[src/rtl/adc_average_deadband_stabiliser_macros.svh]
// Assertion helpers shared by the RTL.
`ifndef ADC_AVERAGE_DEADBAND_STABILISER_MACROS_SVH
`define ADC_AVERAGE_DEADBAND_STABILISER_MACROS_SVH

// Check a condition at every rising clock edge outside reset.
`define ADCAVG_ASSERT_ALWAYS(label, clk, rst, cond, msg) \
   label: assert property (@(posedge clk) disable iff (rst) (cond)) else $error(msg);

// Check that an antecedent implies a consequent in the same cycle.
`define ADCAVG_ASSERT_IMPLIES(label, clk, rst, ante, cons, msg) \
   label: assert property (@(posedge clk) disable iff (rst) (ante) |-> (cons)) \
      else $error(msg);

`endif

[src/rtl/adcavg_pkg.sv]
package adcavg_pkg;

   localparam int CSR_IDX_W = 2;
   localparam int DEADBAND_W = 8;

   localparam int SAMPLES_RESET = 1;
   localparam int DEADBAND_RESET = 2;
   localparam int INVERT_RESET = 32;

   typedef enum logic [CSR_IDX_W-1:0] {
      CSR_SAMPLES  = 2'd0,
      CSR_DEADBAND = 2'd1,
      CSR_INVERT   = 2'd2
   } csr_index_type;

   // Status of the serial divider as seen by the sequencer.
   typedef struct packed {
      logic busy;
      logic done;
   } div_stat_type;

endpackage

[src/rtl/adcavg_if.sv]
interface adcavg_req_if #(
   parameter int CH_W = 3,
   parameter int SAMPLE_W = 12
);
   logic                valid;
   logic                ready;
   logic [CH_W-1:0]     channel;
   logic [SAMPLE_W-1:0] sample;

   modport source (output valid, output channel, output sample, input ready);
   modport sink (input valid, input channel, input sample, output ready);
endinterface

interface adcavg_rsp_if #(
   parameter int CH_W = 3,
   parameter int SAMPLE_W = 12
);
   logic                valid;
   logic                ready;
   logic [CH_W-1:0]     out_channel;
   logic [SAMPLE_W-1:0] reading;
   logic                changed;

   modport source (output valid, output out_channel, output reading, output changed,
                   input ready);
   modport sink (input valid, input out_channel, input reading, input changed,
                 output ready);
endinterface

[src/rtl/adc_average_deadband_stabiliser.sv]
// ADC averaging filter with deadband. Each accepted item is one converter sample
// tagged with a channel. Consecutive samples of one channel are summed; a change of
// channel before the group is full drops the partial sum and starts over with the new
// sample. Channels at or above NUM_CHANNELS are dropped without effect. When
// samples_per_reading samples are in (0 acts as 1, above MAX_AVERAGE acts as
// MAX_AVERAGE), the sum is divided by that count, truncated and clipped to full scale.
// The average replaces the channel's stored reading only if it differs by more than
// deadband; one result item then carries the channel, the stored reading (full scale
// minus it when the channel's invert_mask bit is set) and a changed flag.
// Timing: an item that does not close a group is summed as it is accepted. An item that
// closes a group starts the restoring divider, which produces one quotient bit per
// cycle; then the quotient is collected and clipped, the difference is formed, and the
// stored reading is updated and the result emitted. The emit step waits while an
// earlier result is still held and not yet taken on the result channel. No item is
// accepted during that time. Configuration writes take effect in the next cycle.
`include "adc_average_deadband_stabiliser_macros.svh"

module adc_average_deadband_stabiliser
   import adcavg_pkg::*;
#(
   parameter int NUM_CHANNELS = 7,
   parameter int SAMPLE_BITS = 12,
   parameter int MAX_AVERAGE = 64,
   localparam int CNT_W = $clog2(MAX_AVERAGE + 1),
   localparam int CSR_W = (CNT_W > DEADBAND_W)
                          ? ((CNT_W > NUM_CHANNELS) ? CNT_W : NUM_CHANNELS)
                          : ((DEADBAND_W > NUM_CHANNELS) ? DEADBAND_W : NUM_CHANNELS)
) (
   input  logic                 clock,
   input  logic                 reset,
   adcavg_req_if.sink           req_ch,
   adcavg_rsp_if.source         rsp_ch,
   input  logic                 csr_we,
   input  logic [CSR_IDX_W-1:0] csr_index,
   input  logic [CSR_W-1:0]     csr_data
);

   localparam int CH_W  = (NUM_CHANNELS > 1) ? $clog2(NUM_CHANNELS) : 1;
   localparam int SUM_W = SAMPLE_BITS + CNT_W;
   localparam int CMP_W = (SAMPLE_BITS > DEADBAND_W) ? SAMPLE_BITS : DEADBAND_W;

   typedef enum logic [2:0] {
      ST_IDLE,
      ST_DIV,
      ST_CMP,
      ST_EMIT
   } state_type;

   state_type              state_ff;
   logic [CNT_W-1:0]       samples_ff;
   logic [DEADBAND_W-1:0]  deadband_ff;
   logic [NUM_CHANNELS-1:0] invert_ff;

   logic [SAMPLE_BITS-1:0] last_ff [NUM_CHANNELS];
   logic [SUM_W-1:0]       sum_ff;
   logic [CNT_W-1:0]       taken_ff;
   logic [CH_W-1:0]        group_ff;
   logic [SAMPLE_BITS-1:0] avg_ff;
   logic [SAMPLE_BITS-1:0] diff_ff;

   logic                   rsp_valid_ff;
   logic [CH_W-1:0]        rsp_channel_ff;
   logic [SAMPLE_BITS-1:0] rsp_reading_ff;
   logic                   rsp_changed_ff;

   logic [CNT_W-1:0]       eff_cnt;
   logic                   accept;
   logic                   ch_ok;
   logic                   restart;
   logic [SUM_W-1:0]       sum_in;
   logic [CNT_W-1:0]       taken_in;
   logic                   complete;
   logic                   div_start;
   logic [SUM_W-1:0]       quotient;
   div_stat_type           div_stat;
   logic [SAMPLE_BITS-1:0] prev;
   logic                   changed;
   logic [SAMPLE_BITS-1:0] stored;
   logic                   emit_go;

   // Clamp the programmed count into the supported range.
   always_comb begin
      eff_cnt = samples_ff;
      if (samples_ff == '0) begin
         eff_cnt = CNT_W'(1);
      end else if (samples_ff > CNT_W'(MAX_AVERAGE)) begin
         eff_cnt = CNT_W'(MAX_AVERAGE);
      end
   end

   // Accumulate path for an accepted item.
   always_comb begin
      accept   = req_ch.valid && req_ch.ready;
      ch_ok    = {1'b0, req_ch.channel} < (CH_W + 1)'(NUM_CHANNELS);
      restart  = (taken_ff != '0) && (req_ch.channel != group_ff);
      sum_in   = (restart ? '0 : sum_ff) + SUM_W'(req_ch.sample);
      taken_in = (restart ? '0 : taken_ff) + 1'b1;
      complete = taken_in >= eff_cnt;
      div_start = accept && ch_ok && complete;
   end

   // Deadband decision and output formatting for the closing group.
   always_comb begin
      prev    = last_ff[group_ff];
      changed = CMP_W'(diff_ff) > CMP_W'(deadband_ff);
      stored  = changed ? avg_ff : prev;
      emit_go = (state_ff == ST_EMIT) && (!rsp_valid_ff || rsp_ch.ready);
   end

   adcavg_div #(
      .DVD_W (SUM_W),
      .DVS_W (CNT_W)
   ) u_div (
      .clock    (clock),
      .reset    (reset),
      .start    (div_start),
      .dividend (sum_in),
      .divisor  (eff_cnt),
      .quotient (quotient),
      .stat     (div_stat)
   );

   always_ff @(posedge clock) begin
      if (reset) begin
         state_ff     <= ST_IDLE;
         samples_ff   <= CNT_W'(SAMPLES_RESET);
         deadband_ff  <= DEADBAND_W'(DEADBAND_RESET);
         invert_ff    <= NUM_CHANNELS'(INVERT_RESET);
         sum_ff       <= '0;
         taken_ff     <= '0;
         group_ff     <= '0;
         rsp_valid_ff <= 1'b0;
         for (int i = 0; i < NUM_CHANNELS; i++) begin
            last_ff[i] <= '0;
         end
      end else begin
         if (csr_we) begin
            case (csr_index)
               CSR_SAMPLES:  samples_ff  <= csr_data[CNT_W-1:0];
               CSR_DEADBAND: deadband_ff <= csr_data[DEADBAND_W-1:0];
               CSR_INVERT:   invert_ff   <= csr_data[NUM_CHANNELS-1:0];
               default:      ;
            endcase
         end

         // drop the result once it is taken, unless a new one replaces it
         if (rsp_valid_ff && rsp_ch.ready && !emit_go) begin
            rsp_valid_ff <= 1'b0;
         end

         case (state_ff)
            ST_IDLE: begin
               if (accept && ch_ok) begin
                  group_ff <= req_ch.channel;
                  if (complete) begin
                     sum_ff   <= '0;
                     taken_ff <= '0;
                     state_ff <= ST_DIV;
                  end else begin
                     sum_ff   <= sum_in;
                     taken_ff <= taken_in;
                  end
               end
            end
            ST_DIV: begin
               // clip the quotient to full scale
               if (div_stat.done) begin
                  avg_ff   <= (|quotient[SUM_W-1:SAMPLE_BITS]) ? '1
                              : quotient[SAMPLE_BITS-1:0];
                  state_ff <= ST_CMP;
               end
            end
            ST_CMP: begin
               diff_ff  <= (avg_ff > prev) ? (avg_ff - prev) : (prev - avg_ff);
               state_ff <= ST_EMIT;
            end
            ST_EMIT: begin
               // hold until the result slot is free
               if (emit_go) begin
                  if (changed) begin
                     last_ff[group_ff] <= avg_ff;
                  end
                  rsp_valid_ff   <= 1'b1;
                  rsp_channel_ff <= group_ff;
                  rsp_reading_ff <= invert_ff[group_ff] ? ~stored : stored;
                  rsp_changed_ff <= changed;
                  state_ff       <= ST_IDLE;
               end
            end
            default: begin
               state_ff <= ST_IDLE;
            end
         endcase
      end
   end

   assign req_ch.ready       = (state_ff == ST_IDLE);
   assign rsp_ch.valid       = rsp_valid_ff;
   assign rsp_ch.out_channel = rsp_channel_ff;
   assign rsp_ch.reading     = rsp_reading_ff;
   assign rsp_ch.changed     = rsp_changed_ff;

   `ADCAVG_ASSERT_ALWAYS(a_taken_range, clock, reset, taken_ff < CNT_W'(MAX_AVERAGE),
      "partial group count reached the averaging limit")
   `ADCAVG_ASSERT_IMPLIES(a_div_owner, clock, reset, div_stat.busy || div_stat.done,
      state_ff == ST_DIV, "divider active outside the divide step")
   `ADCAVG_ASSERT_IMPLIES(a_rsp_source, clock, reset, $rose(rsp_valid_ff),
      $past(state_ff) == ST_EMIT, "result raised without an emit step")
   `ADCAVG_ASSERT_IMPLIES(a_group_idle, clock, reset, state_ff != ST_IDLE,
      taken_ff == '0, "partial sum kept while a group closes")

endmodule

[src/rtl/adcavg_div.sv]
// Restoring divider, one quotient bit per cycle.
module adcavg_div
   import adcavg_pkg::*;
#(
   parameter int DVD_W = 19,
   parameter int DVS_W = 7
) (
   input  logic             clock,
   input  logic             reset,
   input  logic             start,
   input  logic [DVD_W-1:0] dividend,
   input  logic [DVS_W-1:0] divisor,
   output logic [DVD_W-1:0] quotient,
   output div_stat_type     stat
);

   localparam int STEP_W = $clog2(DVD_W + 1);

   logic [DVD_W-1:0]  dvd_ff, dvd_in;
   logic [DVS_W-1:0]  rem_ff, rem_in;
   logic [DVS_W-1:0]  dvs_ff;
   logic [STEP_W-1:0] step_ff;
   logic              busy_ff;
   logic              done_ff;
   logic [DVS_W:0]    rem_sh;
   logic [DVS_W:0]    rem_sub;
   logic              fits;

   always_comb begin
      rem_sh  = {rem_ff, dvd_ff[DVD_W-1]};
      rem_sub = rem_sh - {1'b0, dvs_ff};
      fits    = rem_sh >= {1'b0, dvs_ff};
      rem_in  = fits ? rem_sub[DVS_W-1:0] : rem_sh[DVS_W-1:0];
      dvd_in  = {dvd_ff[DVD_W-2:0], fits};
   end

   always_ff @(posedge clock) begin
      if (reset) begin
         busy_ff <= 1'b0;
         done_ff <= 1'b0;
         step_ff <= '0;
      end else begin
         done_ff <= 1'b0;
         if (start) begin
            busy_ff <= 1'b1;
            step_ff <= '0;
            dvd_ff  <= dividend;
            dvs_ff  <= divisor;
            rem_ff  <= '0;
         end else if (busy_ff) begin
            dvd_ff  <= dvd_in;
            rem_ff  <= rem_in;
            step_ff <= step_ff + 1'b1;
            // finish on the last quotient bit
            if (step_ff == STEP_W'(DVD_W - 1)) begin
               busy_ff <= 1'b0;
               done_ff <= 1'b1;
            end
         end
      end
   end

   assign quotient  = dvd_ff;
   assign stat.busy = busy_ff;
   assign stat.done = done_ff;

endmodule

[src/flat_wrapper.sv]
// flat-port wrapper written by rule: the top's interface ports become plain ports
module adc_average_deadband_stabiliser_flat import adcavg_pkg::*;
#(
   parameter int NUM_CHANNELS = 7,
   parameter int SAMPLE_BITS = 12,
   parameter int MAX_AVERAGE = 64,
   localparam int CNT_W = $clog2(MAX_AVERAGE + 1),
   localparam int CSR_W = (CNT_W > DEADBAND_W)
                          ? ((CNT_W > NUM_CHANNELS) ? CNT_W : NUM_CHANNELS)
                          : ((DEADBAND_W > NUM_CHANNELS) ? DEADBAND_W : NUM_CHANNELS)
)
  (clock, reset, csr_we, csr_index, csr_data, req_ch_valid, req_ch_channel, req_ch_sample, req_ch_ready, rsp_ch_valid, rsp_ch_out_channel, rsp_ch_reading, rsp_ch_changed, rsp_ch_ready);
  adcavg_req_if #(.CH_W(3), .SAMPLE_W((12))) req_ch_i ();
  adcavg_rsp_if #(.CH_W(3), .SAMPLE_W((12))) rsp_ch_i ();
  input  logic clock;
  input  logic reset;
  input  logic csr_we;
  input  logic [CSR_IDX_W-1:0] csr_index;
  input  logic [CSR_W-1:0] csr_data;
  input wire logic [$bits(req_ch_i.valid)-1:0] req_ch_valid;
  input wire logic [$bits(req_ch_i.channel)-1:0] req_ch_channel;
  input wire logic [$bits(req_ch_i.sample)-1:0] req_ch_sample;
  output wire logic [$bits(req_ch_i.ready)-1:0] req_ch_ready;
  output wire logic [$bits(rsp_ch_i.valid)-1:0] rsp_ch_valid;
  output wire logic [$bits(rsp_ch_i.out_channel)-1:0] rsp_ch_out_channel;
  output wire logic [$bits(rsp_ch_i.reading)-1:0] rsp_ch_reading;
  output wire logic [$bits(rsp_ch_i.changed)-1:0] rsp_ch_changed;
  input wire logic [$bits(rsp_ch_i.ready)-1:0] rsp_ch_ready;
  assign req_ch_i.valid = req_ch_valid;
  assign req_ch_i.channel = req_ch_channel;
  assign req_ch_i.sample = req_ch_sample;
  assign req_ch_ready = req_ch_i.ready;
  assign rsp_ch_valid = rsp_ch_i.valid;
  assign rsp_ch_out_channel = rsp_ch_i.out_channel;
  assign rsp_ch_reading = rsp_ch_i.reading;
  assign rsp_ch_changed = rsp_ch_i.changed;
  assign rsp_ch_i.ready = rsp_ch_ready;
  adc_average_deadband_stabiliser #(.NUM_CHANNELS(NUM_CHANNELS), .SAMPLE_BITS(SAMPLE_BITS), .MAX_AVERAGE(MAX_AVERAGE)) u_core (.clock(clock), .reset(reset), .req_ch(req_ch_i), .rsp_ch(rsp_ch_i), .csr_we(csr_we), .csr_index(csr_index), .csr_data(csr_data));
endmodule
[config.mk]
export PLATFORM = sky130hd
export DESIGN_NAME = adc_average_deadband_stabiliser_flat
export DESIGN_NICKNAME = d
export VERILOG_FILES = /design/src/rtl/adcavg_pkg.sv /design/src/rtl/adcavg_if.sv /design/src/rtl/adc_average_deadband_stabiliser.sv /design/src/rtl/adcavg_div.sv /design/src/flat_wrapper.sv
export VERILOG_INCLUDE_DIRS = /design/src /design/src/rtl
export SDC_FILE = /design/constraint.sdc
export NUM_CORES = 1
export LEC_CHECK = 0
export BUFFER_PORTS_ARGS = -buffer_cell sky130_fd_sc_hd__buf_2
export CAP_MARGIN = 20
export CORE_UTILIZATION = 60
export DETAILED_ROUTE_END_ITERATION = 10
export PLACE_DENSITY_LB_ADDON = 0.12
export SYNTH_ARGS = -nofsm -noshare
export SYNTH_HDL_FRONTEND = slang
export SYNTH_SLANG_ARGS = --single-unit
[constraint.sdc]
create_clock -name clock -period 7.2 [get_ports clock]
set_clock_uncertainty 0.2 [all_clocks]
set_input_delay 0.72 -clock clock [delete_from_list [all_inputs] [get_ports clock]]
set_output_delay 0.72 -clock clock [all_outputs]
set_load 0.05 [all_outputs]
[Word level (Yosys, flattened, before mapping)]
Memories as Yosys holds them, arrays and structs flattened. A register that Yosys moved wholly into a read port is not among the register bits.
Index checks and enable logic that the tools add are counted.
Storage, ports and cells
  RAM bits: 84
  word-level logic and storage cells: 115
  input bits: 30
  register bits: 135
  memories: 1
Memory list
  u_core.last_ff: depth 7, width 12, read ports 1, clocked after Yosys merged registers in 1, wr ports 7, line adc_average_deadband_stabiliser.sv:54  | logic [SAMPLE_BITS-1:0] last_ff [NUM_CHANNELS];
Operators by class
  $add $sub $neg: 6
  bitwise operators: 3
  order comparisons: 7
  mux-type cells: 39
  reductions and logical operators: 29
  equal/unequal tests: 11
Operators with widths (number)
  19-bit 2-to-1 mux: 4
  12-bit 2-to-1 mux: 4
  7-bit 2-to-1 mux: 6
  12-bit subtractor: 2
  3-bit 2-to-1 mux: 7
  19-bit by 12-bit adder with 19-bit output: 1
  1-bit 2-to-1 mux: 16
  2-bit AND reduction: 7
  12-bit greater-than comparator: 1
  12-bit by 8-bit greater-than comparator with 1-bit output: 1
  12-bit NOT: 1
  3-bit one-hot mux with 4 select lines: 1
  12-bit OR reduction: 1
  8-bit by 7-bit >= comparator with 1-bit output: 1
  7-bit by 1-bit adder with 7-bit output (second input constant): 1
  7-bit >= comparator: 1
  7-bit greater-than comparator (second input constant): 1
  1-bit logical AND: 7
  7-bit zero test: 1
  7-bit nonzero test: 1
  7-bit OR reduction: 1
  7-bit subtractor: 1
  3-bit by 2-bit equality test with 1-bit output (second input constant): 2
  2-bit != test (second input constant): 3
  20 further kinds: 23

[Logic depth before layout (Yosys ltp)]
Gate-level depths: netlist of the first run.
  word-level depth: 9
  depth in mapped cells: 15
  depth with buffers taken out: 15

[Modules after synthesis]
A second synthesis of the first run with hierarchy kept.
Second synthesis, totals
  cells, all modules: 1101
  area total of the unflattened synthesis: 12386.9 sq um
By module, submodules not included
  adc_average_deadband_stabiliser: area each 10362.4 sq um, cells each 942, times used 1
  adcavg_div: area each 2024.4 sq um, cells each 159, times used 1

[Least setup slack after synthesis of the first run]
No wires, ideal clock.
  path kind: input -> register
  start point: input req_ch_channel[0]
  end point: register u_core.u_div.dvd_ff[0], in the netlist u_core.u_div.quotient[0] (enable)
  path buffers: 0
  stages on the path: 14
  path slack: 2.260 ns
  arrival time: 4.332 ns
  required time: 6.591 ns
  library setup time: 0.409 ns
  cells stage by stage: xor2_1 nor3_2 and2_1 ha_1 nand3_1 xnor2_1 and2_1 ha_1 nand2_1 o21a_1 o21a_1 nor2_1 nor2_1 nor2_1
On the way
  word-level cells in the longest chain between the ends: 8
  elaborated cells on any way between the ends: 10
Ends and longest elaborated chain
  from (decl): line flat_wrapper.sv:21  | input wire logic [$bits(req_ch_i.channel)-1:0] req_ch_channel;
  3-bit != test: line adc_average_deadband_stabiliser.sv:95  | restart = (taken_ff != '0) && (req_ch.channel != group_ff);
  1-bit logical AND: line adc_average_deadband_stabiliser.sv:95
  7-bit 2-to-1 mux: line adc_average_deadband_stabiliser.sv:97  | taken_in = (restart ? '0 : taken_ff) + 1'b1;
  7-bit by 1-bit adder with 7-bit output: line adc_average_deadband_stabiliser.sv:97
  7-bit >= comparator: line adc_average_deadband_stabiliser.sv:98  | complete = taken_in >= eff_cnt;
  1-bit logical AND (*): line adc_average_deadband_stabiliser.sv:99  | div_start = accept && ch_ok && complete;
  2-bit nonzero test (no line) (*)
  2-bit AND reduction (no line) (*)
  to (signal assigned): line adcavg_div.sv:47  | dvd_ff <= dividend;
  to (signal assigned): line adcavg_div.sv:51  | dvd_ff <= dvd_in;
  to (decl): line adcavg_div.sv:19  | logic [DVD_W-1:0] dvd_ff, dvd_in;
Every way passes the cells marked *; elsewhere a longest branch is shown, timed or not.
A chain may end at the register's enable or synchronous reset.

[Worst setup path in the final report of the first run]
  start point: register u_core.group_ff[1]
  end point: register u_core.u_div.dvd_ff[12], in the netlist u_core.u_div.quotient[12] (enable)
On the way
  word-level cells in the longest chain between the ends: 8
Ends and longest elaborated chain
  from (decl): line adc_average_deadband_stabiliser.sv:57  | logic [CH_W-1:0] group_ff;
  from (signal assigned): line adc_average_deadband_stabiliser.sv:154  | group_ff <= req_ch.channel;
  3-bit != test: line adc_average_deadband_stabiliser.sv:95
  1-bit logical AND: line adc_average_deadband_stabiliser.sv:95
  7-bit 2-to-1 mux: line adc_average_deadband_stabiliser.sv:97
  7-bit by 1-bit adder with 7-bit output: line adc_average_deadband_stabiliser.sv:97
  7-bit >= comparator: line adc_average_deadband_stabiliser.sv:98
  1-bit logical AND: line adc_average_deadband_stabiliser.sv:99
  2-bit nonzero test (no line)
  2-bit AND reduction (no line)
Every way passes these cells.

==> results by group, run 1 <==
Timing
  – Final hold slack: 0.248 ns
  – Setup violations, final: 0
  – Final Max Slew Viols: 0
  – Hold Vio Cnt, Final: 0
  – RSZ-0062 raised after global routing: false
  – Slew HR: 37.5%
  – Worst-Margin Slew: 0.934 ns
  – F_max: ~220 MHz
  – Final period util: between 60 and 70%
  – Final WS setup: 2.60 ns
  – Setup TNS: 0 ns
  – Min Tclk post-route: about 4.6 ns

Pwr
  – Pwr Total: 3.95 mW
  – Max rail drop VDD: 0.000204 V
  – Leakage power: 5.40 nW
  – Pwr Density: 290 mW/mm^2

Global routing
  – Initial antenna violation count: 0
  – Number of global-route vias before repair: 8251
  – Tot GR Track Use: 27.9%
  – First-pass GRT wire length: 44100 um
  – Largest net degree at the start of global routing: 44
  – Gr ovfl total: 0

Floorplanning
  – Die area: 0.0209 mm^2
  – Die Span X: 145 um
  – Starting density of the core: between 60% and 70%
  – I/O Pins: 48
  – Die height: 145 um
  – FP Rows: a little over 50
  – Core Region: around 0.020 mm^2

Routing
  – Detailed Route WL: ~28000 um
  – Drt first pass iters: 5
  – Initial DRC Count: around 560
  – Final ANT Viol Nets: 0
  – DRC viols: 0
  – Vias per cell: approximately 5.9
  – Via count: 8443
  – Routed wire per std cell: just under 20 um

Placed design
  – Final HPWL DP: 19800 um
  – RePlAce Congestion: 0.907
  – Inst Count DP: 1379
  – Placed Instance Area: 0.0127 mm^2
  – Pre-CTS setup slack: 1.88 ns
  – Port bufs: between 40 and 50

Setup path
  – Critical Path RT: 7.24 ns
  – Crit-path max FO: 20
  – Crit path max-delay family: simple AND/OR/NAND/NOR gates
  – CP Data Arrival Time: 4.63 ns
  – Buffers plus inverters on the worst setup path: 3
  – Crit path largest cell delay: ~0.66 ns
  – RR Startpoint: u_core.group_ff[1]
  – Register-to-Register Setup Slack: about 2.6 ns
  – Reg-to-Reg End: u_core.u_div.quotient[12]
  – Crit Path Class: reg2reg
  – Crit. End Element: register
  – R2R depth: 17
  – Crit path max-delay cell type: dfxtp_1
  – Crit-path cells: xor2_1 -> nor3_2 -> and2_1 -> ha_1 -> nand3_1 -> xnor2_1 -> and2_1 -> ha_1 -> nand2_1 -> o21a_1 -> o21a_1 -> nor2_1 -> buf_4 -> nor2_1 -> nor2_2 -> buf_8 -> buf_4
  – Crit start category: register

Finish
  – Filler cells: 1454
  – Layout cell share with drive strength beyond 1: 15.9%
  – Fin cells: between 1000 and 1500
  – Nets@finish: between 1000 and 1500
  – # diodes: 0
  – Finished Core Util: 69.0%
  – Final Instance Area: 0.0136 mm^2
  – Synth-to-Final Area Change: 11.4%

Yosys
  – Area fraction of the dominant cell type after synthesis: 38.6%
  – Synth Instances: 1099
  – #FFs+latches synth: 233
  – Ys async rst share: 0%
  – Count of flip-flops with a built-in enable after synthesis: about 160
  – Syn avg cell area: 11.1 um^2
  – Syn nets: 1198
  – Sequential area share after synthesis: 51.1%
  – Cell taking the most area after synthesis: edfxtp_1
  – Dominant synthesized flop cell: edfxtp_1
  – Netlist cell types: 70
  – Synth Cell Area: approximately 0.012 mm^2
  – Synth area leaders: edfxtp_1 39%, dfxtp_1 12%, ha_1 6.7%
  – Yosys warns: 0

Clock network
  – Post-CTS Hold Fix Bufs: 0
  – CTS tree: done
  – Post-CTS setup buffer count: 0
  – Clk slew on worst S/H paths: around 0.06 ns
  – H-tree levels: 1
  – Total CTS buffers: 25
  – Clock Tree Buf Depth: 3
  – CTS root buffer: clkbuf_16
  – Clock sinks: between 200 and 250
  – Gates resized, CTS repair: 0
  – Worst-Skew Late Latency: 0.53 ns

Run
  – Max cap viols: 0

Hold path
  – Hold depth: 2
  – Hold Crit Class: reg2reg
  – Hold Crit Start: u_core.sum_ff[4]
  – Worst Hold End: u_core.sum_ff[4]

Status
  – Outcome: finished clean
## Yosys cell counts, types with 3 or more instances
master,count
o21ai_0,42
dfxtp_1,76
a22o_1,5
nand3_1,18
a211oi_1,4
mux4_2,25
and3_1,4
nor3_1,23
a21oi_1,53
a211o_1,3
edfxtp_1,157
nand2b_1,8
a22oi_1,8
buf_2,9
and2_1,66
ha_1,65
clkbuf_1,37
buf_1,5
a2111oi_0,3
inv_1,63
nand2_1,74
or3_1,4
o31ai_1,7
mux2_2,15
or2_2,22
xnor2_1,18
a31oi_1,4
nor4_1,14
o21ai_1,7
mux2i_1,42
nor2_1,103
o21a_1,7
xor2_1,34
nor2b_1,8
fa_1,4
a21o_1,6
nand4_1,11
a2bb2oi_1,3
## power by group
group	switching, mW	internal (mW)	total (mW)
Clock	0.515	0.810	1.32
Sequential	0.0681	1.57	1.64
Combinational	0.589	0.399	0.988
Total	1.17	2.78	3.95
## worst max-delay path by stage
stage / from / endpoint / slack, ns / cells past startpoint
6_report: u_core.group_ff[1] / u_core.u_div.quotient[12] / 2.60 / 17
5_1_grt: u_core.group_ff[0] / u_core.u_div.quotient[15] / 2.21 / 12
4_1_cts: u_core.group_ff[0] / u_core.u_div.quotient[12] / 2.07 / 16
3_5_place_dp: req_ch_channel[0] / u_core.u_div.quotient[13] / 1.88 / 17
3_3_place_gp: req_ch_channel[0] / u_core.u_div.quotient[12] / 2.06 / 17
2_1_floorplan: req_ch_channel[0] / u_core.u_div.quotient[0] / 2.26 / 14
## worst min-delay path, delay by kind of cell, from the launching register on
family | cells | cell delay (ns)
flops | 1 | 0.30
simple gates | 1 | 0.05
compound gates | 1 | 0.05
## metal layers
layer	GRT usage, %	vias to the layer above	part of all wire, %	wire [um]
met2	47.6	274	49	13600
met5	0	-	0	0
met3	3.13	84	4.3	1190
met1	35.6	4052	42	11700
li1	-	4033	-	-
met4	13.4	0	5.0	1380
## final cells by class
class | instances | area, um^2 | area share (%)
sequential | 233 | 6240 | 45.8
clock buffer | 37 | 732 | 5.38
tap | 265 | 332 | 2.44
inverter | 63 | 236 | 1.74
multi-input combinational | 751 | 5530 | 40.7
clock inverter | 9 | 123 | 0.901
timing repair buffer | 69 | 412 | 3.03
## registers in the layout, summed over array words and instances, names as in the netlist, named ones only
name,cells
u_core.group_ff,3
u_core.diff_ff,12
u_core.deadband_ff,8
u_core.last_ff,96
u_core.u_div.dvs_ff,7
u_core.invert_ff,7
u_core.u_div.quotient,19
u_core.rsp_ch.valid,1
u_core.sum_ff,19
u_core.rsp_ch.out_channel,3
u_core.u_div.step_ff,5
u_core.rsp_ch.changed,1
u_core.u_div.rem_ff,7
u_core.samples_ff,7
u_core.taken_ff,7
u_core.avg_ff,12
u_core.rsp_ch.reading,12
u_core.state_ff,2
u_core.u_div.busy_ff,1
u_core.u_div.done_ff,1
## kinds of logic (layout without fill, tap and decap cells)
logic type / count (synthesis) / count (layout) / share of synthesized area (%)
muxes: 83 / 83 / 9.56
adders and majority gates: 69 / 69 / 7.31
buffers and inverters: 115 / 178 / 3.66
AOI/OAI and AO/OA: 176 / 176 / 9.22
DFF: 233 / 233 / 51.1
and+or+nand+nor: 371 / 371 / 15.5
xor gates and xnor gates: 52 / 52 / 3.73
## cell usage in the layout, fill, tap and decap left out, types with 5 or more instances in the layout
cell type | netlist | layout
nor2b_1 | 8 | 8
o31ai_1 | 7 | 7
nor2_1 | 103 | 102
a22oi_1 | 8 | 8
nand3_1 | 18 | 18
mux4_2 | 25 | 25
a22o_1 | 5 | 5
mux2i_1 | 42 | 42
nand2_1 | 74 | 74
o21ai_1 | 7 | 7
and2_1 | 66 | 66
nor4_1 | 14 | 14
a21oi_1 | 53 | 53
nand2b_1 | 8 | 8
xor2_1 | 34 | 34
dfxtp_1 | 76 | 76
buf_4 | 1 | 20
nand4_1 | 11 | 11
clkbuf_1 | 37 | 7
nor3_1 | 23 | 23
ha_1 | 65 | 65
inv_1 | 63 | 63
a21o_1 | 6 | 6
clkbuf_16 | 0 | 26
or2_2 | 22 | 22
mux2_2 | 15 | 15
o21a_1 | 7 | 7
buf_2 | 9 | 47
edfxtp_1 | 157 | 157
o21ai_0 | 42 | 42
xnor2_1 | 18 | 18
No activity file was read; power rests on OpenSTA's default activity.
==> inputs of run 2 (changes only) <==
--- a/config.mk
+++ b/config.mk
@@ -6,6 +6,7 @@
 export SDC_FILE = /design/constraint.sdc
 export NUM_CORES = 1
 export LEC_CHECK = 0
+export ABC_AREA = 1
 export BUFFER_PORTS_ARGS = -buffer_cell sky130_fd_sc_hd__buf_2
 export CAP_MARGIN = 20
 export CORE_UTILIZATION = 60
==> constraint.sdc (replaced) <==
create_clock -name clock -period 4.3 [get_ports clock]
set_clock_uncertainty 0.2 [all_clocks]
set_input_delay 0.43 -clock clock [delete_from_list [all_inputs] [get_ports clock]]
set_output_delay 0.43 -clock clock [all_outputs]
set_load 0.05 [all_outputs]
==> run 2 against run 1 <==
  * Largest power group unchanged
  * Count of clock-buffer cells in the layout down 2
  * Sequential share of layout area down 1.4 points
  * Wire length up 11%
  * Combinational power up 130%
  * Power up 85%
  * Flip-flop and latch count unchanged
  * Global-route usage up 0.97 points
==> results by group, run 2 <==
Pwr
  – Max rail drop VDD: 0.000509 V (was 0.000204 V)
  – Leakage power: 5.91 nW (was 5.40 nW)
  – Pwr Density: 521 mW/mm^2 (was 290 mW/mm^2)
  – Pwr Total: 7.30 mW (was 3.95 mW)

Yosys
  – Synth Instances: 1467 (was 1099)
  – Count leader, synth: nand2_1 (was edfxtp_1)
  – Syn nets: 1566 (was 1198)
  – Dominant synthesized flop cell: edfxtp_1 (unchanged)
  – Yosys warns: 0 (unchanged)
  – Synth cell count leaders: 272 x nand2_1, 215 x nor2_1, 174 x inv_1, 157 x edfxtp_1, 132 x o21ai_0 (was 157 x edfxtp_1, 103 x nor2_1, 76 x dfxtp_1, 74 x nand2_1, 66 x and2_1)
  – #FFs+latches synth: 233 (unchanged)
  – Synth Cell Area: 0.0126 mm^2 (was 0.0122 mm^2)
  – Syn avg cell area: 8.61 um^2 (was 11.1 um^2)
  – Area fraction of the dominant cell type after synthesis: 37.3% (was 38.6%)
  – Synth area leaders: edfxtp_1 37%, dfxtp_1 12%, nand2_1 8.1% (was edfxtp_1 39%, dfxtp_1 12%, ha_1 6.7%)
  – Mux cell area share after synthesis: 0.0793% (was 9.56%)
  – XOR/XNOR share of the synthesized area: 2.82% (was 3.73%)
  – Ys async rst share: 0% (unchanged)
  – Cell taking the most area after synthesis: edfxtp_1 (unchanged)
  – Compound-cell area share of the yosys netlist: 13.3% (was 9.22%)
  – Netlist cell types: 58 (was 70)
  – Count of flip-flops with a built-in enable after synthesis: 157 (unchanged)
  – Sequential area share after synthesis: 49.4% (was 51.1%)
  – Largest family of logic cells by synthesized area: simple AND/OR/NAND/NOR gates (unchanged)
  – Simple logic cell fraction of the synthesized area: 19.5% (was 15.5%)
  – Post-Synth Adder-Cell Area: 7.07% (was 7.31%)

Clock network
  – H-tree levels: 1 (unchanged)
  – CTS tree: done (unchanged)
  – Clock sinks: 233 (unchanged)
  – Total CTS buffers: 25 (unchanged)
  – Post-CTS setup buffer count: 0 (unchanged)
  – Clock Tree Buf Depth: 3 (unchanged)
  – Worst-Skew Late Latency: 0.53 ns (about the same)
  – Clk slew on worst S/H paths: 0.06 ns (about the same)
  – CTS root buffer: clkbuf_16 (unchanged)

Global routing
  – Gr ovfl total: 0 (unchanged)
  – First-pass GRT wire length: 49100 um (was 44100 um)
  – Tot GR Track Use: 28.9% (was 27.9%)
  – Initial antenna violation count: 0 (unchanged)
  – Largest net degree at the start of global routing: 49 (was 44)
  – Number of global-route vias before repair: 9567 (was 8251)

Setup path
  – Crit Path Class: reg2reg (unchanged)
  – Crit-path max FO: 19 (was 20)
  – Crit start category: register (unchanged)
  – Origin of the worst setup path: u_core.group_ff[0] (was u_core.group_ff[1])
  – Critical Path RT: 4.24 ns (was 7.24 ns)
  – R2R depth: 19 (was 17)
  – Reg-to-Reg End: u_core.u_div.dvs_ff[4] (was u_core.u_div.quotient[12])
  – CP Data Arrival Time: 3.78 ns (was 4.63 ns)
  – RR Startpoint: u_core.group_ff[0] (was u_core.group_ff[1])
  – Register-to-Register Setup Slack: 0.46 ns (was 2.60 ns)
  – Setup crit end: u_core.u_div.dvs_ff[4] (was u_core.u_div.quotient[12])
  – Crit. End Element: register (unchanged)

Floorplanning
  – Core Region: 0.0204 mm^2 (was 0.0197 mm^2)
  – Die height: 147 um (was 145 um)
  – Die area: 0.0216 mm^2 (was 0.0209 mm^2)
  – Die Span X: 147 um (was 145 um)
  – Starting density of the core: 61.8% (was 61.9%)
  – FP Rows: 52 (was 51)
  – I/O Pins: 48 (unchanged)

Routing
  – Vias per cell: 5.59 (was 5.92)
  – Drt first pass iters: 6 (was 5)
  – Detailed Route WL: 30900 um (was 27900 um)
  – Via count: 10100 (was 8443)
  – Final ANT Viol Nets: 0 (unchanged)
  – Routed wire per std cell: 17.1 um (was 19.5 um)
  – DRC viols: 0 (unchanged)
  – Initial DRC Count: 914 (was 559)

Placed design
  – Final HPWL DP: 22400 um (was 19800 um)
  – Port bufs: 47 (unchanged)
  – RePlAce Congestion: 0.967 (was 0.907)
  – Pre-CTS setup slack: 0.274 ns (was 1.88 ns)

Finish
  – Filler cells: 1636 (was 1454)
  – Largest reg by FF count: u_core.last_ff (unchanged)
  – Synth-to-Final Area Change: 11.0% (was 11.4%)
  – Footprint of the multi-input gates: 0.00541 mm^2 (was 0.00553 mm^2)
  – Leading cell type in the layout, fill and taps excluded: nand2_1 (was edfxtp_1)
  – Layout cell share with drive strength beyond 1: 10.9% (was 15.9%)
  – Nets@finish: 1616 (was 1242)
  – Largest register FFs: 96 (unchanged)
  – Reg area: 0.00624 mm^2 (unchanged)
  – Commonest cells after routing, fill and taps aside: 272 x nand2_1, 215 x nor2_1, 174 x inv_1 (was 157 x edfxtp_1, 102 x nor2_1, 76 x dfxtp_1)
  – # diodes: 0 (unchanged)

Timing
  – Hold Vio Cnt, Final: 0 (unchanged)
  – Final Max Slew Viols: 0 (unchanged)
  – Setup violations, final: 0 (unchanged)
  – Setup TNS: 0 ns (unchanged)
  – Final WS setup: 0.460 ns (was 2.60 ns)
  – Worst-Margin Slew: 1.01 ns (was 0.934 ns)
  – RSZ-0062 raised after global routing: false (unchanged)
  – Slew HR: 32.4% (was 37.5%)
  – F_max: 260 MHz (was 218 MHz)
  – Min Tclk post-route: 3.84 ns (was 4.60 ns)
  – Final period util: 89.3% (was 63.9%)

Hold path
  – Hold Crit Class: in2reg (was reg2reg)

Status
  – Outcome: finished clean (unchanged)

Run
  – Max cap viols: 0 (unchanged)
run 2: cell count changes after synthesis, moves of 15 or more:
cell     delta
mux2i_1    -41
nand2_1   +198
nor2_1    +112
or2_2      -21
nand3_1    +27
o21ai_0    +90
buf_2      +17
and2_1     -65
o22ai_1    +23
mux4_2     -25
mux2_2     -15
inv_1     +111
a21oi_1    +31
run 2: cell families after synthesis:
family / after synthesis
fa+ha+maj: 69
mux: 1
flops: 233
compound gates: 299
buf+inv: 241
xor+xnor: 39
simple gates: 585
run 2: what timing repair did:
item,CTS,global route
hold buffers,5,0
setup endpoints to repair,0,1
hold endpoints to repair,6,0
resized for setup,0,2
run 2: worst max-delay path: stages, from the launching register on:
cell and delay, ns:
dfxtp_1 0.39, inv_2 0.20, nand2_2 0.07, nand2_2 0.08, nand3_4 0.14, nand2_8 0.17, inv_1 0.08, nor2_1 0.10
ha_1 0.20, nand3_2 0.10, nor2_4 0.13, nand2_1 0.07, nand3_1 0.06, nand2_1 0.07, ha_1 0.31, nand2_1 0.08
o21a_1 0.19, nand3_1 0.11, nand2_1 0.21, nor2_1 0.51
run 2: final cells by class:
cell class	instances	area share, %
flip-flops and latches	233	44.5
multi-input cells	993	38.6
clock buffers	35	5.09
inverters	182	4.89
repair buffers	82	3.67
well taps	270	2.41
clock inverters	10	0.857
run 2: worst min path at each step:
stage                          startpoint                            to  slack [ns]  cells after the start
detailed placement  u_core.deadband_ff[3]         u_core.deadband_ff[3]        0.26                      2
global route                  csr_data[4]           u_core.invert_ff[4]        0.06                      3
CTS                           csr_data[4]           u_core.invert_ff[4]       0.006                      3
global placement    u_core.deadband_ff[2]         u_core.deadband_ff[2]        0.24                      2
floorplan              u_core.group_ff[2]  u_core.rsp_ch.out_channel[2]        0.20                      0
finish                        csr_data[6]           u_core.invert_ff[6]        0.01                      3
run 2: power breakdown:
group | switching (mW) | internal, mW
combinational | 1.57 | 0.752
clock | 0.844 | 1.33
sequential | 0.0998 | 2.71
run 2: layer usage:
| metal | routed length (um) | track usage [%] | vias up |
|---|---|---|---|
| met2 | 14800 | 49.5 | 390 |
| met5 | 0 | 0 | - |
| met4 | 1060 | 10.1 | 0 |
| met3 | 2200 | 3.26 | 65 |
| li1 | - | - | 4973 |
| met1 | 12800 | 38.1 | 4654 |
run 2: metrics by stage:
stage / instances / instance area, um^2 / util, % / hold slack (ns)
after global routing: 1805 / 14000 / 68.6 / 0.0575
after global placement: 1754 / 13100 / 64.2 / 0.245
final: 1805 / 14000 / 68.6 / 0.0137
after floorplan: 1467 / 12600 / - / 0.203
after detailed placement: 1754 / 13100 / 64.2 / 0.256
after CTS: 1804 / 14000 / 68.6 / 0.00577
==> inputs of run 3 (changes only) <==
--- a/config.mk
+++ b/config.mk
@@ -10,8 +10,10 @@
 export BUFFER_PORTS_ARGS = -buffer_cell sky130_fd_sc_hd__buf_2
 export CAP_MARGIN = 20
 export CORE_UTILIZATION = 60
+export CTS_BUF_LIST = sky130_fd_sc_hd__clkbuf_2 sky130_fd_sc_hd__clkbuf_4 sky130_fd_sc_hd__clkbuf_8
 export DETAILED_ROUTE_END_ITERATION = 10
 export PLACE_DENSITY_LB_ADDON = 0.12
+export RECOVER_POWER = 25
 export SYNTH_ARGS = -nofsm -noshare
 export SYNTH_HDL_FRONTEND = slang
 export SYNTH_SLANG_ARGS = --single-unit
==> run 3 against run 2 <==
  * Non-clock buffer count is 2 higher
  * Flip-flop and latch count unchanged
  * Largest cell class unchanged
  * Sequential power hardly changed
  * Largest power group unchanged
  * Critical endpoint unchanged
==> results by group, run 3 (synthesis gave the netlist of run 2 again) <==
Finish
  – Fin cells: 1831 (was 1805)
  – Largest reg by FF count: u_core.last_ff (unchanged)
  – Layout cell share with drive strength beyond 1: 11.1% (was 10.9%)
  – Nets@finish: 1632 (was 1616)
  – # diodes: 0 (unchanged)
  – Commonest cells after routing, fill and taps aside: 272 x nand2_1, 215 x nor2_1, 174 x inv_1 (unchanged)
  – Synth-to-Final Area Change: 10.5% (was 11.0%)
  – Largest register FFs: 96 (unchanged)
  – Reg area: 0.00624 mm^2 (unchanged)
  – Filler cells: 1681 (was 1636)
  – Footprint of the multi-input gates: 0.00541 mm^2 (unchanged)
  – Leading cell type in the layout, fill and taps excluded: nand2_1 (unchanged)

Placed design
  – Pre-CTS setup slack: 0.274 ns (unchanged)
  – Final HPWL DP: 22400 um (unchanged)
  – Inst Count DP: 1754 (unchanged)
  – RePlAce Congestion: 0.967 (unchanged)
  – Port bufs: 47 (unchanged)

Setup path
  – Reg-to-Reg End: u_core.u_div.dvs_ff[4] (unchanged)
  – CP Data Arrival Time: 3.81 ns (was 3.78 ns)
  – Most common cell on crit path: nand2_1 (unchanged)
  – RR Startpoint: u_core.group_ff[0] (unchanged)
  – Crit-path max FO: 19 (unchanged)
  – Crit path max-delay cell type: nor2_1 (unchanged)
  – Crit Path Class: reg2reg (unchanged)
  – Crit path max-delay family: simple AND/OR/NAND/NOR gates (unchanged)
  – Buffers plus inverters on the worst setup path: 2 (unchanged)
  – Register-to-Register Setup Slack: 0.45 ns (was 0.46 ns)
  – Crit. End Element: register (unchanged)
  – Crit-path cells: inv_2 -> nand2_2 -> nand2_2 -> nand3_4 -> nand2_8 -> inv_1 -> nor2_1 -> ha_1 -> nand3_2 -> nor2_4 -> nand2_1 -> nand3_1 -> nand2_1 -> ha_1 -> nand2_1 -> o21a_1 -> nand3_1 -> nand2_1 -> nor2_1 (unchanged)
  – Crit start category: register (unchanged)
  – Worst path depth: 19 (unchanged)
  – R2R depth: 19 (unchanged)
  – Critical Path RT: 4.27 ns (was 4.24 ns)
  – Crit path largest cell delay: 0.51 ns (about the same)

Routing
  – Detailed Route WL: 30700 um (was 30900 um)
  – Routed wire per std cell: 16.8 um (was 17.1 um)
  – Vias per cell: 5.49 (was 5.59)
  – Final ANT Viol Nets: 0 (unchanged)
  – Via count: 10100 (about the same)
  – Drt first pass iters: 5 (was 6)
  – DRC viols: 0 (unchanged)
  – Initial DRC Count: 781 (was 914)

Clock network
  – Clock Tree Buf Depth: 3 (unchanged)
  – Total CTS buffers: 39 (was 25)
  – Worst-Skew Late Latency: 0.54 ns (was 0.53 ns)
  – Clock sinks: 233 (unchanged)
  – CTS tree: done (unchanged)
  – Clk slew on worst S/H paths: 0.06 ns (about the same)
  – H-tree levels: 2 (was 1)
  – CTS root buffer: clkbuf_8 (was clkbuf_16)

Pwr
  – Max rail drop VDD: 0.000323 V (was 0.000509 V)
  – Pwr Density: 508 mW/mm^2 (was 521 mW/mm^2)
  – Leakage power: 5.86 nW (was 5.91 nW)

Hold path
  – Hold Crit Class: in2reg (unchanged)
  – Worst Hold End: u_core.samples_ff[0] (was u_core.invert_ff[6])
  – Hold depth: 3 (unchanged)
  – Hold Crit Start: csr_index[1] (was csr_data[6])

Floorplanning
  – Die Span X: 147 um (unchanged)
  – I/O Pins: 48 (unchanged)
  – Die area: 0.0216 mm^2 (unchanged)
  – Starting density of the core: 61.8% (unchanged)
  – Die height: 147 um (unchanged)
  – FP Rows: 52 (unchanged)
  – Core Region: 0.0204 mm^2 (unchanged)

Global routing
  – First-pass GRT wire length: 49000 um (was 49100 um)
  – Initial antenna violation count: 0 (unchanged)
  – Number of global-route vias before repair: 9665 (was 9567)
  – Gr ovfl total: 0 (unchanged)
  – Largest net degree at the start of global routing: 49 (unchanged)
  – Tot GR Track Use: 29.1% (was 28.9%)

Timing
  – RSZ-0062 raised after global routing: false (unchanged)
  – Setup violations, final: 0 (unchanged)
  – Final Max Slew Viols: 0 (unchanged)
  – Slew HR: 4.30% (was 32.4%)
  – Final WS setup: 0.452 ns (was 0.460 ns)
  – Worst-Margin Slew: 1.44 ns (was 1.01 ns)
  – Final hold slack: 0.0641 ns (was 0.0137 ns)
  – Min Tclk post-route: 3.85 ns (was 3.84 ns)
  – Final period util: 89.5% (was 89.3%)
  – F_max: 260 MHz (about the same)
  – Setup TNS: 0 ns (unchanged)
  – Hold Vio Cnt, Final: 0 (unchanged)

Run
  – Max cap viols: 0 (unchanged)

Status
  – Outcome: finished clean (unchanged)
run 3: cell count changes in the layout (fill, tap and decap cells not counted), sizes merged:
cell / change
dlygate4sd3: +2
bufinv: -3
inv: +1
buf: -23
clkinv: -3
clkinvlp: +1
clkbuf: +51
run 3: worst max-delay path by stage:
stage,start,endpoint
final,u_core.group_ff[0],u_core.u_div.dvs_ff[4]
after global routing,u_core.group_ff[0],u_core.u_div.dvs_ff[4]
after CTS,u_core.group_ff[0],u_core.u_div.quotient[0]
after detailed placement,req_ch_channel[1],u_core.u_div.quotient[0]
after global placement,req_ch_channel[1],u_core.u_div.quotient[0]
after floorplan,req_ch_channel[1],u_core.u_div.quotient[0]
run 3: routing by layer:
metal | global-route usage (%) | vias to the layer above | share of wire, %
met1 | 37.8 | 4624 | 43
met3 | 4.84 | 71 | 6.3
met5 | 0 | - | 0
met2 | 48.2 | 353 | 47
met4 | 12.4 | 0 | 3.6
li1 | - | 5010 | -
run 3: final cells by class:
cell class / instances / area share (%)
multi-input cells: 993 / 38.8
clock buffers: 63 / 5.41
repair buffers: 84 / 3.51
flip-flops and latches: 233 / 44.7
inverters: 182 / 4.92
well taps: 270 / 2.42
clock inverters: 6 / 0.233
run 3: power by group:
part | switching (mW) | internal (mW) | total, mW
Combinational | 1.56 | 0.746 | 2.31
Clock | 0.863 | 1.11 | 1.97
Sequential | 0.0998 | 2.71 | 2.81
run 3: repair_timing:
| item | in CTS | in global routing |
|---|---|---|
| resized for setup | 0 | 2 |
| hold buffers | 7 | 0 |
| endpoints found under the hold margin | 12 | 0 |
| setup endpoints to repair | 0 | 1 |
| buffers inserted | 0 | 0 |
run 3: stage by stage:
step | total power, mW | util (%) | cell area [um^2]
after CTS | 7.10 | 68.4 | 14000
after detailed placement | 5.13 | 64.2 | 13100
after global routing | 7.50 | 68.3 | 13900
after global placement | 5.08 | 64.2 | 13100
final | 7.09 | 68.3 | 13900
after floorplan | 4.56 | - | 12600
run 3: worst reg2reg max path, delay by kind of cell, from the launching register on:
kind	cells	cell delay, ns
simple gates	14	1.90
compound gates	1	0.19
flops	1	0.39
fa+ha+maj	2	0.51
buf+inv	2	0.29
